[src/design/iaf_pkg.sv]
// Shared types, constants and character helpers for the integer to ASCII formatter.
// No dependencies; imported by every module of the block.
package iaf_pkg;

  localparam int VALUE_WIDTH           = 64;
  localparam int DEFAULT_POINTER_WIDTH = 64;
  localparam int DEC_BITS              = 32;  // binary bits fed to the BCD converter
  localparam int DEC_DIGITS            = 10;  // decimal digits of a 32-bit magnitude

  // Format selector codes on the operation port
  localparam logic [2:0] OP_SDEC = 3'd0;
  localparam logic [2:0] OP_UDEC = 3'd1;
  localparam logic [2:0] OP_HEXL = 3'd2;
  localparam logic [2:0] OP_HEXU = 3'd3;
  localparam logic [2:0] OP_PTR  = 3'd4;

  // ASCII codes used outside the digit tables
  localparam logic [7:0] CHAR_ZERO  = 8'h30;
  localparam logic [7:0] CHAR_X     = 8'h78;
  localparam logic [7:0] CHAR_MINUS = 8'h2d;
  localparam logic [7:0] CHAR_LOW_A = 8'h61;
  localparam logic [7:0] CHAR_UP_A  = 8'h41;

  typedef enum logic [1:0] {
    FMT_DEC,
    FMT_HEX,
    FMT_PTR
  } fmt_t;

  // One classified word, as it travels from front to back
  typedef struct packed {
    fmt_t                   fmt;
    logic                   upper;
    logic                   neg;
    logic [VALUE_WIDTH-1:0] mag;
  } desc_t;

  // Map one digit to its ASCII character
  function automatic logic [7:0] digit_char(input logic [3:0] d, input logic upper);
    logic [7:0] base;
    base = upper ? CHAR_UP_A : CHAR_LOW_A;
    if (d < 4'd10) begin
      digit_char = CHAR_ZERO + {4'b0, d};
    end else begin
      digit_char = base + {4'b0, d} - 8'd10;
    end
  endfunction

endpackage

[src/design/iaf_front.sv]
// Front end: accepts a word, classifies the format and forms the magnitude.
// Depends on iaf_pkg.
module iaf_front #(
  parameter int POINTER_WIDTH = iaf_pkg::DEFAULT_POINTER_WIDTH
) (
  input  logic                             start,
  input  logic                             full,
  input  logic [iaf_pkg::VALUE_WIDTH-1:0]  value,
  input  logic [2:0]                       operation,
  output logic                             push,
  output iaf_pkg::desc_t                   desc
);
  import iaf_pkg::*;

  localparam logic [VALUE_WIDTH-1:0] PTR_MASK =
    {VALUE_WIDTH{1'b1}} >> (VALUE_WIDTH - POINTER_WIDTH);

  logic                 known;
  logic [DEC_BITS-1:0]  low;

  assign low = value[DEC_BITS-1:0];

  // Classify the selector; drop unused codes
  always_comb begin
    known      = 1'b1;
    desc.fmt   = FMT_DEC;
    desc.upper = 1'b0;
    desc.neg   = 1'b0;
    desc.mag   = {{(VALUE_WIDTH-DEC_BITS){1'b0}}, low};
    unique case (operation)
      OP_SDEC: begin
        desc.neg = low[DEC_BITS-1];
        if (low[DEC_BITS-1]) begin
          desc.mag = {{(VALUE_WIDTH-DEC_BITS){1'b0}}, DEC_BITS'(-low)};
        end
      end
      OP_UDEC: begin
        desc.fmt = FMT_DEC;
      end
      OP_HEXL: begin
        desc.fmt = FMT_HEX;
      end
      OP_HEXU: begin
        desc.fmt   = FMT_HEX;
        desc.upper = 1'b1;
      end
      OP_PTR: begin
        desc.fmt = FMT_PTR;
        desc.mag = value & PTR_MASK;
      end
      default: begin
        known = 1'b0;
      end
    endcase
  end

  assign push = start && !full && known;

endmodule

[src/design/iaf_queue.sv]
// Two-entry word queue between the front end and the character sequencer.
// Depends on iaf_pkg for the descriptor type.
module iaf_queue (
  input  logic            clk,
  input  logic            rst,
  input  logic            push,
  input  iaf_pkg::desc_t  push_desc,
  input  logic            pop,
  output iaf_pkg::desc_t  head,
  output logic            empty,
  output logic            full
);
  import iaf_pkg::*;

  localparam int DEPTH = 2;
  localparam int PTR_W = $clog2(DEPTH);

  desc_t              entry [DEPTH];
  logic [PTR_W-1:0]   wr_ptr;
  logic [PTR_W-1:0]   rd_ptr;
  logic [PTR_W:0]     count;

  assign empty = (count == '0);
  assign full  = (count == (PTR_W+1)'(DEPTH));
  assign head  = entry[rd_ptr];

  // Advance pointers and count
  always_ff @(posedge clk) begin
    if (rst) begin
      wr_ptr <= '0;
      rd_ptr <= '0;
      count  <= '0;
    end else begin
      if (push) begin
        wr_ptr <= wr_ptr + 1'b1;
      end
      if (pop) begin
        rd_ptr <= rd_ptr + 1'b1;
      end
      if (push && !pop) begin
        count <= count + 1'b1;
      end else if (pop && !push) begin
        count <= count - 1'b1;
      end
    end
  end

  // Hold entries
  always_ff @(posedge clk) begin
    if (push) begin
      entry[wr_ptr] <= push_desc;
    end
  end

endmodule

[src/design/iaf_back.sv]
// Back end: converts a queued word to digits and emits at most one character per cycle.
// Depends on iaf_pkg.
module iaf_back #(
  parameter int POINTER_WIDTH = iaf_pkg::DEFAULT_POINTER_WIDTH
) (
  input  logic            clk,
  input  logic            rst,
  input  logic            empty,
  input  iaf_pkg::desc_t  head,
  output logic            pop,
  output logic            strobe,
  output logic [7:0]      character,
  output logic            last,
  output logic [4:0]      emitted_count
);
  import iaf_pkg::*;

  localparam int PTR_NIBBLES = (POINTER_WIDTH + 3) / 4;
  localparam int PTR_SHIFT   = VALUE_WIDTH - 4 * PTR_NIBBLES;
  localparam int BCD_W       = 4 * DEC_DIGITS;
  localparam int ITER_W      = $clog2(DEC_BITS);

  typedef enum logic [2:0] {
    ST_IDLE,
    ST_CONV,
    ST_SIGN,
    ST_PFX0,
    ST_PFX1,
    ST_DIGITS
  } state_t;

  state_t                  state;
  logic [DEC_BITS-1:0]     bin;
  logic [BCD_W-1:0]        bcd;
  logic [BCD_W-1:0]        bcd_adj;
  logic [BCD_W-1:0]        bcd_next;
  logic [ITER_W-1:0]       iter;
  logic [VALUE_WIDTH-1:0]  digs;
  logic [4:0]              rem;
  logic [4:0]              cnt;
  logic                    started;
  logic                    upper;
  logic                    neg;
  logic [3:0]              cur;

  assign pop = (state == ST_IDLE) && !empty;
  assign cur = digs[VALUE_WIDTH-1 -: 4];

  // Add three to each BCD digit of five or more, then shift in the next bit
  always_comb begin
    for (int i = 0; i < DEC_DIGITS; i++) begin
      bcd_adj[4*i +: 4] = (bcd[4*i +: 4] >= 4'd5) ? bcd[4*i +: 4] + 4'd3 : bcd[4*i +: 4];
    end
    bcd_next = {bcd_adj[BCD_W-2:0], bin[DEC_BITS-1]};
  end

  // Sequence conversion and character output
  always_ff @(posedge clk) begin
    if (rst) begin
      state   <= ST_IDLE;
      strobe  <= 1'b0;
      started <= 1'b0;
      cnt     <= '0;
    end else begin
      strobe <= 1'b0;
      unique case (state)
        ST_IDLE: begin
          if (!empty) begin
            upper   <= head.upper;
            neg     <= head.neg;
            cnt     <= '0;
            started <= 1'b0;
            unique case (head.fmt)
              FMT_DEC: begin
                bin   <= head.mag[DEC_BITS-1:0];
                bcd   <= '0;
                iter  <= '0;
                state <= ST_CONV;
              end
              FMT_HEX: begin
                digs  <= {head.mag[DEC_BITS-1:0], {(VALUE_WIDTH-DEC_BITS){1'b0}}};
                rem   <= 5'(DEC_BITS / 4);
                state <= ST_DIGITS;
              end
              FMT_PTR: begin
                digs  <= head.mag << PTR_SHIFT;
                rem   <= 5'(PTR_NIBBLES);
                state <= ST_PFX0;
              end
              default: begin
                state <= ST_IDLE;
              end
            endcase
          end
        end
        ST_CONV: begin
          bcd  <= bcd_next;
          bin  <= bin << 1;
          iter <= iter + 1'b1;
          if (iter == ITER_W'(DEC_BITS - 1)) begin
            digs  <= {bcd_next, {(VALUE_WIDTH-BCD_W){1'b0}}};
            rem   <= 5'(DEC_DIGITS);
            state <= neg ? ST_SIGN : ST_DIGITS;
          end
        end
        ST_SIGN: begin
          strobe        <= 1'b1;
          character     <= CHAR_MINUS;
          last          <= 1'b0;
          emitted_count <= cnt + 1'b1;
          cnt           <= cnt + 1'b1;
          state         <= ST_DIGITS;
        end
        ST_PFX0: begin
          strobe        <= 1'b1;
          character     <= CHAR_ZERO;
          last          <= 1'b0;
          emitted_count <= cnt + 1'b1;
          cnt           <= cnt + 1'b1;
          state         <= ST_PFX1;
        end
        ST_PFX1: begin
          strobe        <= 1'b1;
          character     <= CHAR_X;
          last          <= 1'b0;
          emitted_count <= cnt + 1'b1;
          cnt           <= cnt + 1'b1;
          state         <= ST_DIGITS;
        end
        ST_DIGITS: begin
          digs <= {digs[VALUE_WIDTH-5:0], 4'b0};
          rem  <= rem - 1'b1;
          // Skip leading zeros, but always keep the final digit
          if (started || cur != 4'd0 || rem == 5'd1) begin
            started       <= 1'b1;
            strobe        <= 1'b1;
            character     <= digit_char(cur, upper);
            last          <= (rem == 5'd1);
            emitted_count <= cnt + 1'b1;
            cnt           <= cnt + 1'b1;
          end
          if (rem == 5'd1) begin
            state <= ST_IDLE;
          end
        end
        default: begin
          state <= ST_IDLE;
        end
      endcase
    end
  end

endmodule

[src/design/integer_to_ascii_formatter.sv]
// Top level of the integer to ASCII formatter: front end, word queue, back end.
// Depends on iaf_pkg, iaf_front, iaf_queue and iaf_back.
//
//   channel  | handshake           | payload
//   ---------+---------------------+-------------------------------------
//   input    | start, busy         | value[63:0], operation[2:0]
//   result   | strobe (one cycle)  | character[7:0], last, emitted_count[4:0]
//
// A word is taken when start is high and busy is low; busy is high only while
// the two-entry queue is full. Hex words step through one nibble slot per
// cycle (8 slots, or the two prefix characters and ceil(POINTER_WIDTH/4) slots
// for pointers), leading zeros producing no result. Decimal words first run a
// bit-serial BCD conversion of 32 bits, then a minus sign if negative, then
// their 10 digit slots. Unused selector codes are dropped at the front. Reset
// is synchronous and empties the queue; the receiver cannot stall, so each
// result is shown for exactly one cycle.
module integer_to_ascii_formatter #(
  parameter int POINTER_WIDTH = iaf_pkg::DEFAULT_POINTER_WIDTH
) (
  input  logic                            clk,
  input  logic                            rst,
  input  logic                            start,
  output logic                            busy,
  input  logic [iaf_pkg::VALUE_WIDTH-1:0] value,
  input  logic [2:0]                      operation,
  output logic                            strobe,
  output logic [7:0]                      character,
  output logic                            last,
  output logic [4:0]                      emitted_count
);
  import iaf_pkg::*;

  logic   push;
  logic   pop;
  logic   empty;
  logic   full;
  desc_t  push_desc;
  desc_t  head;

  assign busy = full;

  iaf_front #(
    .POINTER_WIDTH(POINTER_WIDTH)
  ) u_front (
    .start     (start),
    .full      (full),
    .value     (value),
    .operation (operation),
    .push      (push),
    .desc      (push_desc)
  );

  iaf_queue u_queue (
    .clk       (clk),
    .rst       (rst),
    .push      (push),
    .push_desc (push_desc),
    .pop       (pop),
    .head      (head),
    .empty     (empty),
    .full      (full)
  );

  iaf_back #(
    .POINTER_WIDTH(POINTER_WIDTH)
  ) u_back (
    .clk           (clk),
    .rst           (rst),
    .empty         (empty),
    .head          (head),
    .pop           (pop),
    .strobe        (strobe),
    .character     (character),
    .last          (last),
    .emitted_count (emitted_count)
  );

endmodule

[config.mk]
export PLATFORM = sky130hd
export DESIGN_NAME = integer_to_ascii_formatter
export DESIGN_NICKNAME = d
export VERILOG_FILES = /design/src/design/iaf_pkg.sv /design/src/design/iaf_front.sv /design/src/design/iaf_queue.sv /design/src/design/iaf_back.sv /design/src/design/integer_to_ascii_formatter.sv
export SDC_FILE = /design/constraint.sdc
export NUM_CORES = 1
export LEC_CHECK = 0
export BUFFER_PORTS_ARGS = -buffer_cell sky130_fd_sc_hd__buf_2
export CORE_MARGIN = 4
export CORE_UTILIZATION = 45
export CTS_CLUSTER_DIAMETER = 60
export DETAILED_ROUTE_END_ITERATION = 8
export RECOVER_POWER = 100
export SETUP_SLACK_MARGIN = 0.2
export SYNTH_ARGS = -nofsm -noshare
export SYNTH_HDL_FRONTEND = slang
export SYNTH_HIERARCHICAL = 1
export SYNTH_SLANG_ARGS = --single-unit
[constraint.sdc]
create_clock -name clk -period 12.6 [get_ports clk]
set_input_delay 0.63 -clock clk [delete_from_list [all_inputs] [get_ports clk]]
set_output_delay 0.63 -clock clk [all_outputs]
set_load 0.05 [all_outputs]
After elaboration in Yosys (flattened, before gate mapping)
Memory sizes are Yosys's and may differ from the RTL's. A register that Yosys moved wholly into a read port is not among the register bits.
Index checks and enable logic that the tools add are counted.
Operators by class
  bitwise logic cells: 2
  muxes and demuxes: 60
  add/subtract/negate cells: 21
  magnitude comparators: 11
  eq/ne operators: 20
  reduce and logical (&&, ||, !) cells: 35
Operators with widths (number)
  64-bit one-hot mux with 2 select lines: 2
  64-bit one-hot mux with 3 select lines: 1
  64-bit 2-to-1 mux: 2
  32-bit 2-to-1 mux: 3
  40-bit 2-to-1 mux: 2
  40-bit one-hot mux with 2 select lines: 1
  32-bit one-hot mux with 2 select lines: 1
  4-bit by 3-bit >= comparator with 1-bit output (second input constant): 10
  4-bit by 2-bit adder with 4-bit output (second input constant): 9
  4-bit 2-to-1 mux: 9
  32-bit negator: 1
  8-bit one-hot mux with 4 select lines: 1
  5-bit 2-to-1 mux: 6
  5-bit one-hot mux with 2 select lines: 3
  5-bit one-hot mux with 3 select lines: 2
  3-bit AND reduction: 6
  8-bit 2-to-1 mux: 2
  3-bit 2-to-1 mux: 5
  3-bit one-hot mux with 5 select lines: 1
  3-bit by 2-bit equality test with 1-bit output (second input constant): 4
  1-bit 2-to-1 mux: 11
  5-bit by 1-bit adder with 5-bit output (second input constant): 2
  3-bit equality test (second input constant): 3
  3-bit one-hot mux with 3 select lines: 1
  35 further kinds: 61
Storage, ports and cells
  bits in writable memories: 136
  word-level logic and storage cells: 167
  memories: 1
  register bits: 176
Memory list
  u_queue.entry: words 2, width 68, read ports 1, clocked after Yosys merged registers in 1, write ports 1, RTL line iaf_queue.sv:18  | desc_t entry [DEPTH];

Logic depth before layout (Yosys ltp)
Gate-level depths: netlist of the first run.
  depth after elaboration: 8
  gate-level depth with buffers: 10
  gate-level depth less buffers: 9

Hierarchy
Netlist of the first run, hierarchy kept.
Modules (own cells, without submodules)
  iaf_back: cells each 724, instances 1, area each 8465.6 um^2, sequential area each 5034.8 um^2
  iaf_queue: cells each 234, instances 1, area each 5202.5 um^2, sequential area each 4184.0 um^2
  iaf_front: cells each 160, instances 1, area each 1086.0 um^2, sequential area each 0.0 um^2

Worst setup path before layout of the first run
No wires, ideal clock.
  path type: register -> register
  start point: register (tool-made name)
  end point: register u_back.digs[0], enable pin
  library setup time: 0.864 ns
  data arrival time: 12.039 ns
  slack: -0.303 ns
  data required time: 11.736 ns
  buffers on the path: 2
  clock period less this slack: 12.903 ns
  stages on the path, launching flop included: 8
  cells stage by stage: dfxtp_1 -> buf_6 -> buf_2 -> mux2_2 -> nor2b_1 -> or2_2 -> a21oi_1 -> a2111oi_0
RTL lines
  end signal, assigned: RTL line iaf_back.sv:81  | digs <= {head.mag[DEC_BITS-1:0], {(VALUE_WIDTH-DEC_BITS){1'b0}}};
  end signal, assigned: RTL line iaf_back.sv:86  | digs <= head.mag << PTR_SHIFT;
  end signal, assigned: RTL line iaf_back.sv:101  | digs <= {bcd_next, {(VALUE_WIDTH-BCD_W){1'b0}}};
  end, declared: RTL line iaf_back.sv:38  | logic [VALUE_WIDTH-1:0] digs;

==> results of run 1 <==
[per-layer routing]
| metal | track usage (%) | vias to the layer above | share of wire (%) |
|---|---|---|---|
| met3 | 2.86 | 43 | 5.7 |
| met5 | 0 | - | 0.15 |
| met1 | 26.0 | 4454 | 48 |
| met4 | 3.42 | 6 | 1.6 |
| li1 | - | 4307 | - |
| met2 | 26.1 | 222 | 45 |
[flip-flops by register name, summed over array words and instances (netlist names), 7 cells and up, named ones only]
register and count:
u_back/bin 32, u_back/digs 64, u_back/bcd 40, u_queue/entry 136, u_back/character 7
[final timing paths]
kind,depth (start not counted),from,slack [ns],end
hold reg to reg,2,u_back/cnt[4],0.50,u_back/cnt[4]
hold / removal,1,value[0],0.38,u_queue/entry[0][0]
setup / recovery,6,register,7.41,u_back/digs[18]
setup reg to reg,6,register,7.41,u_back/digs[18]
[placed cells by master, fill, tap and decap left out, types with 19 or more instances in the layout]
master / Yosys / routed
inv_1: 33 / 33
a211oi_1: 20 / 21
a211o_1: 24 / 24
clkbuf_1: 14 / 39
a22o_1: 45 / 45
edfxtp_1: 297 / 297
and2_0: 0 / 40
a21oi_1: 43 / 43
o21ai_0: 23 / 23
mux2_1: 0 / 34
nor3_1: 22 / 23
ha_1: 28 / 28
nor2_1: 58 / 56
nand2_1: 133 / 132
buf_2: 31 / 64
mux2_2: 49 / 19
xnor2_1: 24 / 24
xor2_1: 37 / 37
clkbuf_16: 0 / 31
[metrics by stage]
stage | instances | area [um^2]
floorplan | 1118 | 14800
global placement | 1597 | 15500
detailed placement | 1597 | 15500
CTS | 1651 | 16400
global route | 1651 | 16200
finish | 1651 | 16200
[where the power goes]
| group | leakage, nW | internal, mW | total (mW) | switching [mW] |
|---|---|---|---|---|
| Combinational | 2.59 | 0.310 | 0.826 | 0.516 |
| Sequential | 2.89 | 1.42 | 1.52 | 0.0958 |
| Clock | 0.427 | 0.447 | 0.815 | 0.368 |
| Total | 5.91 | 2.18 | 3.16 | 0.980 |
[area by class of cell]
| type | count | area share, % |
|---|---|---|
| Tap cell | 442 | 3.41 |
| Clock inverter | 14 | 0.386 |
| Clock buffer | 40 | 4.99 |
| Multi-Input combinational cell | 715 | 30.9 |
| Inverter | 33 | 0.764 |
| Timing Repair Buffer | 95 | 2.72 |
| Sequential cell | 312 | 56.9 |
[kinds of logic (layout without fill, tap and decap cells)]
| kind of cell | after synthesis | count (layout) |
|---|---|---|
| multiplexers | 69 | 69 |
| other | 1 | 1 |
| XOR/XNOR | 61 | 61 |
| flip-flops | 312 | 312 |
| AO/OA/AOI/OAI | 221 | 221 |
| adder cells (fa/ha/maj) | 28 | 28 |
| AND/OR/NAND/NOR | 335 | 335 |
| buffers and inverters | 91 | 182 |
[critical path: stages, from the launching register on]
cell	delay, ns
dfxtp_1	0.64
mux2_1	0.43
nor2b_1	0.25
or2_2	0.16
a21oi_1	0.05
a2111oi_0	0.44
clkbuf_1	2.67
==> reports/results.ini, run 1 <==
[clock_tree]
tritoncts=yes
h-tree-depth=1
clock-sinks=312
post_cts_buffers=0
hold_buffers=0
worstSkewPairLatency_ns=0.56
clock_path_buffers=3
cts-resized-gates=0
numCtsBuffers=31
clkSlewWorstSetupHoldPaths_ns=0.06
root_buffer=clkbuf_16

[logic_synthesis]
async_reset_ff_share_pct=0
synthMuxAreaShare_pct=5.78
synth.most_common_cell=edfxtp_1
netlist_top_cells_count=edfxtp_1 (297), nand2_1 (133), nor2_1 (58), mux2_2 (49), and2_1 (46)
yosys-top-cells-area=edfxtp_1 (60%), mux2_2 (3.7%), nand2_1 (3.4%)
yosys_register_bits=312
ys_types=67
synth_compound_area_share_pct=10.9
yosys.area_share.simple_pct=11.7
ys.flop_type=edfxtp_1
synth-edff-count=297
syn_area_mm2=0.0148
syn_inst=1118
synth_top_cell_by_area=edfxtp_1
netlist.area_leader.share_pct=60.4
synth_top_family_by_area=simple AND/OR/NAND/NOR gates
synth_fa_ha_area_share_pct=2.37
synth-xor-area-share_pct=3.62
ys_warn_count=6
ys_seq_area_share_pct=62.5
avgSynthCellArea_um2=13.2
synth_nets=1216

[die]
die_w_um=189
start_util_pct=45.5
core-area_mm2=0.0325
die_height_um=189
fp-row-count=66
die_area_mm2=0.0357
io_pins=86

[timing]
setup_tns_ns=0
worstMarginPinSlew_ns=4.41
drv_slew=570
fmax_mhz=193
skew_ns=0.0170
fin_crit_sh_pct=41.2
rsz0062_at_grt=no
setup_viol=0
timing.hold.ws_ns=0.379
worst_slack_ns=7.41
hold_viol=0
maxSlewHeadroom_pct=-194
fin_crit_ns=5.19

[flow_run]
drv_cap=9

[drt]
routedWlPerCell_um=18.9
via_per_inst=5.47
dr.pass1.iters=5
via_count=9032
wirelength_mm=31.3
drcViolationCount=0
drt_iter0_markers=839
antenna_left=0

[critical_path]
crit_fanout=69
worst_ep_arrival_time_ns=5.27
cp-start-kind=register
crit_type=register to register
required_ns=12.68
endpoint_kind=register

[cells_and_area]
post-route-util_pct=49.9
multiInputGateArea_mm2=0.00500
fillers=2853
seqCellArea_mm2=0.00922
antenna_cells=0
fin_nets=1286
syn2layout_area_growth_pct=9.87
drive_gt1_share_pct=12.4

[outcome]
status=finished, violations left
failed_checks=max-capacitance violations, max-slew violations

[placed_design]
pre_cts_ws_ns=9.77
portBuffers=84
hpwl_mm=20.4
finalWeightedCongestion=0.868

[global_routing]
grt_usage_pct=17.1
grt_start_max_net_pins=84
grt_pass1_vias=8678
grt_first_pass_wirelength_mm=48.8
grt-ovfl-total=0
antenna_found_initial=3

[power_and_ir_drop]
total_power_mw=3.16
leakage_nw=5.91
power_density_mw_per_mm2=195
vdd_drop_max_v=0.000101

[worst_hold_path]
hp-class=primary input to register

Note: power is estimated with default switching activity, not from simulation.
==> run 2: changes to the inputs <==
- clock period: 12.6 -> 4.7 ns (I/O delays scaled with it)
==> reports/results.ini, run 2 (same netlist as run 1, synthesis figures left out) <==
[critical_path]
rrSetupSlack_ns=1.11  ; -6.30 ns
endpoint_kind=register
worst_ep_arrival_time_ns=3.92  ; -1.35 ns
crit_type=register to register
crit_fanout=46  ; -33%
required_ns=5.03  ; -7.65 ns
cp-start-kind=register

[drt]
antenna_left=0  ; unchanged
via_count=9116  ; +0.93%
via_per_inst=5.42  ; -0.99%
drt_iter0_markers=763  ; -9.1%
drcViolationCount=0  ; unchanged
dr.pass1.iters=4  ; -1
wirelength_mm=31.5  ; +0.71%
routedWlPerCell_um=18.7  ; -1.2%

[clock_tree]
clkSlewWorstSetupHoldPaths_ns=0.06  ; about the same
clock_path_buffers=3  ; unchanged
clock-sinks=312  ; unchanged
numCtsBuffers=31  ; unchanged
h-tree-depth=1  ; unchanged
root_buffer=clkbuf_16
worstSkewPairLatency_ns=0.55  ; about the same
tritoncts=yes
post_cts_buffers=0  ; unchanged

[die]
die_w_um=189  ; unchanged
die_height_um=189  ; unchanged
core-area_mm2=0.0325  ; unchanged
io_pins=86  ; unchanged
fp-row-count=66  ; unchanged
start_util_pct=45.5  ; unchanged
die_area_mm2=0.0357  ; unchanged

[cells_and_area]
syn2layout_area_growth_pct=12.5
layout_commonest_cell=edfxtp_1
largest_registers=u_queue/entry: 136 flops, u_back/digs: 64 flops, u_back/bcd: 40 flops
multiInputGateArea_mm2=0.00500  ; about the same
antenna_cells=0  ; unchanged
seqCellArea_mm2=0.00922  ; unchanged
regMostFlops=u_queue/entry
fillers=2761  ; -3.2%
drive_gt1_share_pct=13.9  ; +1.5 points
final_area_mm2=0.0166  ; +2.4%
layout_common_cells=edfxtp_1 (297), nand2_1 (133), buf_2 (65)
fin_nets=1314  ; +2.2%
largest_reg_flops=136  ; unchanged

[placed_design]
finalWeightedCongestion=0.821  ; -5.4%
portBuffers=84  ; unchanged
placed_area_mm2=0.0155  ; +0.13%
hpwl_mm=20.9  ; +2.5%

[flow_run]
drv_cap=6  ; -3

[outcome]
status=finished, violations left
failed_checks=max-capacitance violations, max-slew violations

[timing]
fin_crit_sh_pct=76.4  ; +35 points
rsz0062_at_grt=no
maxSlewHeadroom_pct=-28.7  ; +170 points
drv_slew=299  ; -48%
fmax_mhz=278  ; +45%
timing.hold.ws_ns=0.0298  ; -0.349 ns
setup_tns_ns=0  ; unchanged
hold_viol=0  ; unchanged
skew_ns=0.00914  ; -0.00786 ns
setup_viol=0  ; unchanged
worstMarginPinSlew_ns=1.93  ; -2.48 ns
fin_crit_ns=3.59  ; -1.60 ns

[global_routing]
antenna_found_initial=0  ; -3
grt_start_max_net_pins=70  ; -17%
grt_pass1_vias=8772  ; +1.1%
grt_usage_pct=17.1  ; +0.055 points
grt_first_pass_wirelength_mm=49.3  ; +0.87%
grt-ovfl-total=0  ; unchanged

[worst_hold_path]
hp-class=primary input to register

[power_and_ir_drop]
vdd_drop_max_v=0.000332  ; +230%
total_power_mw=8.59  ; +170%
power_density_mw_per_mm2=517  ; +170%
leakage_nw=6.10  ; +3.2%

## run 2: cell types whose count changed in the layout (fill, tap and decap cells not counted), moves of 3 or more
| cell | change |
|---|---|
| clkbuf_2 | +4 |
| clkinvlp_4 | +4 |
| mux2_4 | +3 |
| clkinv_1 | -3 |
| clkbuf_1 | -10 |
| mux2_1 | -7 |
| clkbuf_8 | +5 |
| dlygate4sd3_1 | +27 |
| mux2_2 | +4 |
## run 2: area by class of cell
cell class | count | area share, %
timing repair buffer | 123 | 4.36
sequential | 312 | 55.5
clock inverter | 18 | 0.731
clock buffer | 40 | 5.18
multi-input combinational | 715 | 30.1
inverter | 33 | 0.746
tap | 442 | 3.33
## run 2: metrics by stage
step	std cells	worst slack [ns]	utilization [%]
6_report	1683	1.11	51.2
2_1_floorplan	1118	0.218	-
3_5_place_dp	1598	1.85	47.9
4_1_cts	1683	1.83	51.7
3_3_place_gp	1598	1.86	47.9
5_1_grt	1683	0.842	51.2
## run 2: what timing repair did
| item | in CTS | in global routing |
|---|---|---|
| endpoints found under the setup margin | 0 | 0 |
| hold buffers | 27 | 0 |
| endpoints found under the hold margin | 54 | 0 |
| resized for setup | 0 | 0 |
## run 2: path summary, 6_finish.rpt
kind / from / to / cells after the start
setup / recovery: register / u_back/digs[61] / 6
hold / removal: value[22] / u_queue/entry[1][22] / 2
setup reg to reg: register / u_back/digs[61] / 6
hold reg to reg: u_back/cnt[4] / u_back/cnt[4] / 2
## run 2: metal layers
layer,GRT usage (%),wire [um],vias up
li1,-,-,4369
met1,26.4,15200,4472
met2,26.3,14300,238
met3,2.08,1480,37
met4,3.67,492,0
met5,0,0,-
## run 2: report_power, final
group          leakage [nW]  internal (mW)  total (mW)  switching (mW)
logic                  2.74          0.830        2.22            1.39
registers              2.89           3.76        4.02           0.257
clock network         0.475           1.34        2.35            1.01
## run 2: critical path: stages, from the launching register on
cell and delay, ns:
dfxtp_1 0.65, mux2_2 0.44, nand2b_1 0.21, nor2_2 1.33, clkbuf_1 0.44, a22oi_1 0.12, o211ai_1 0.17
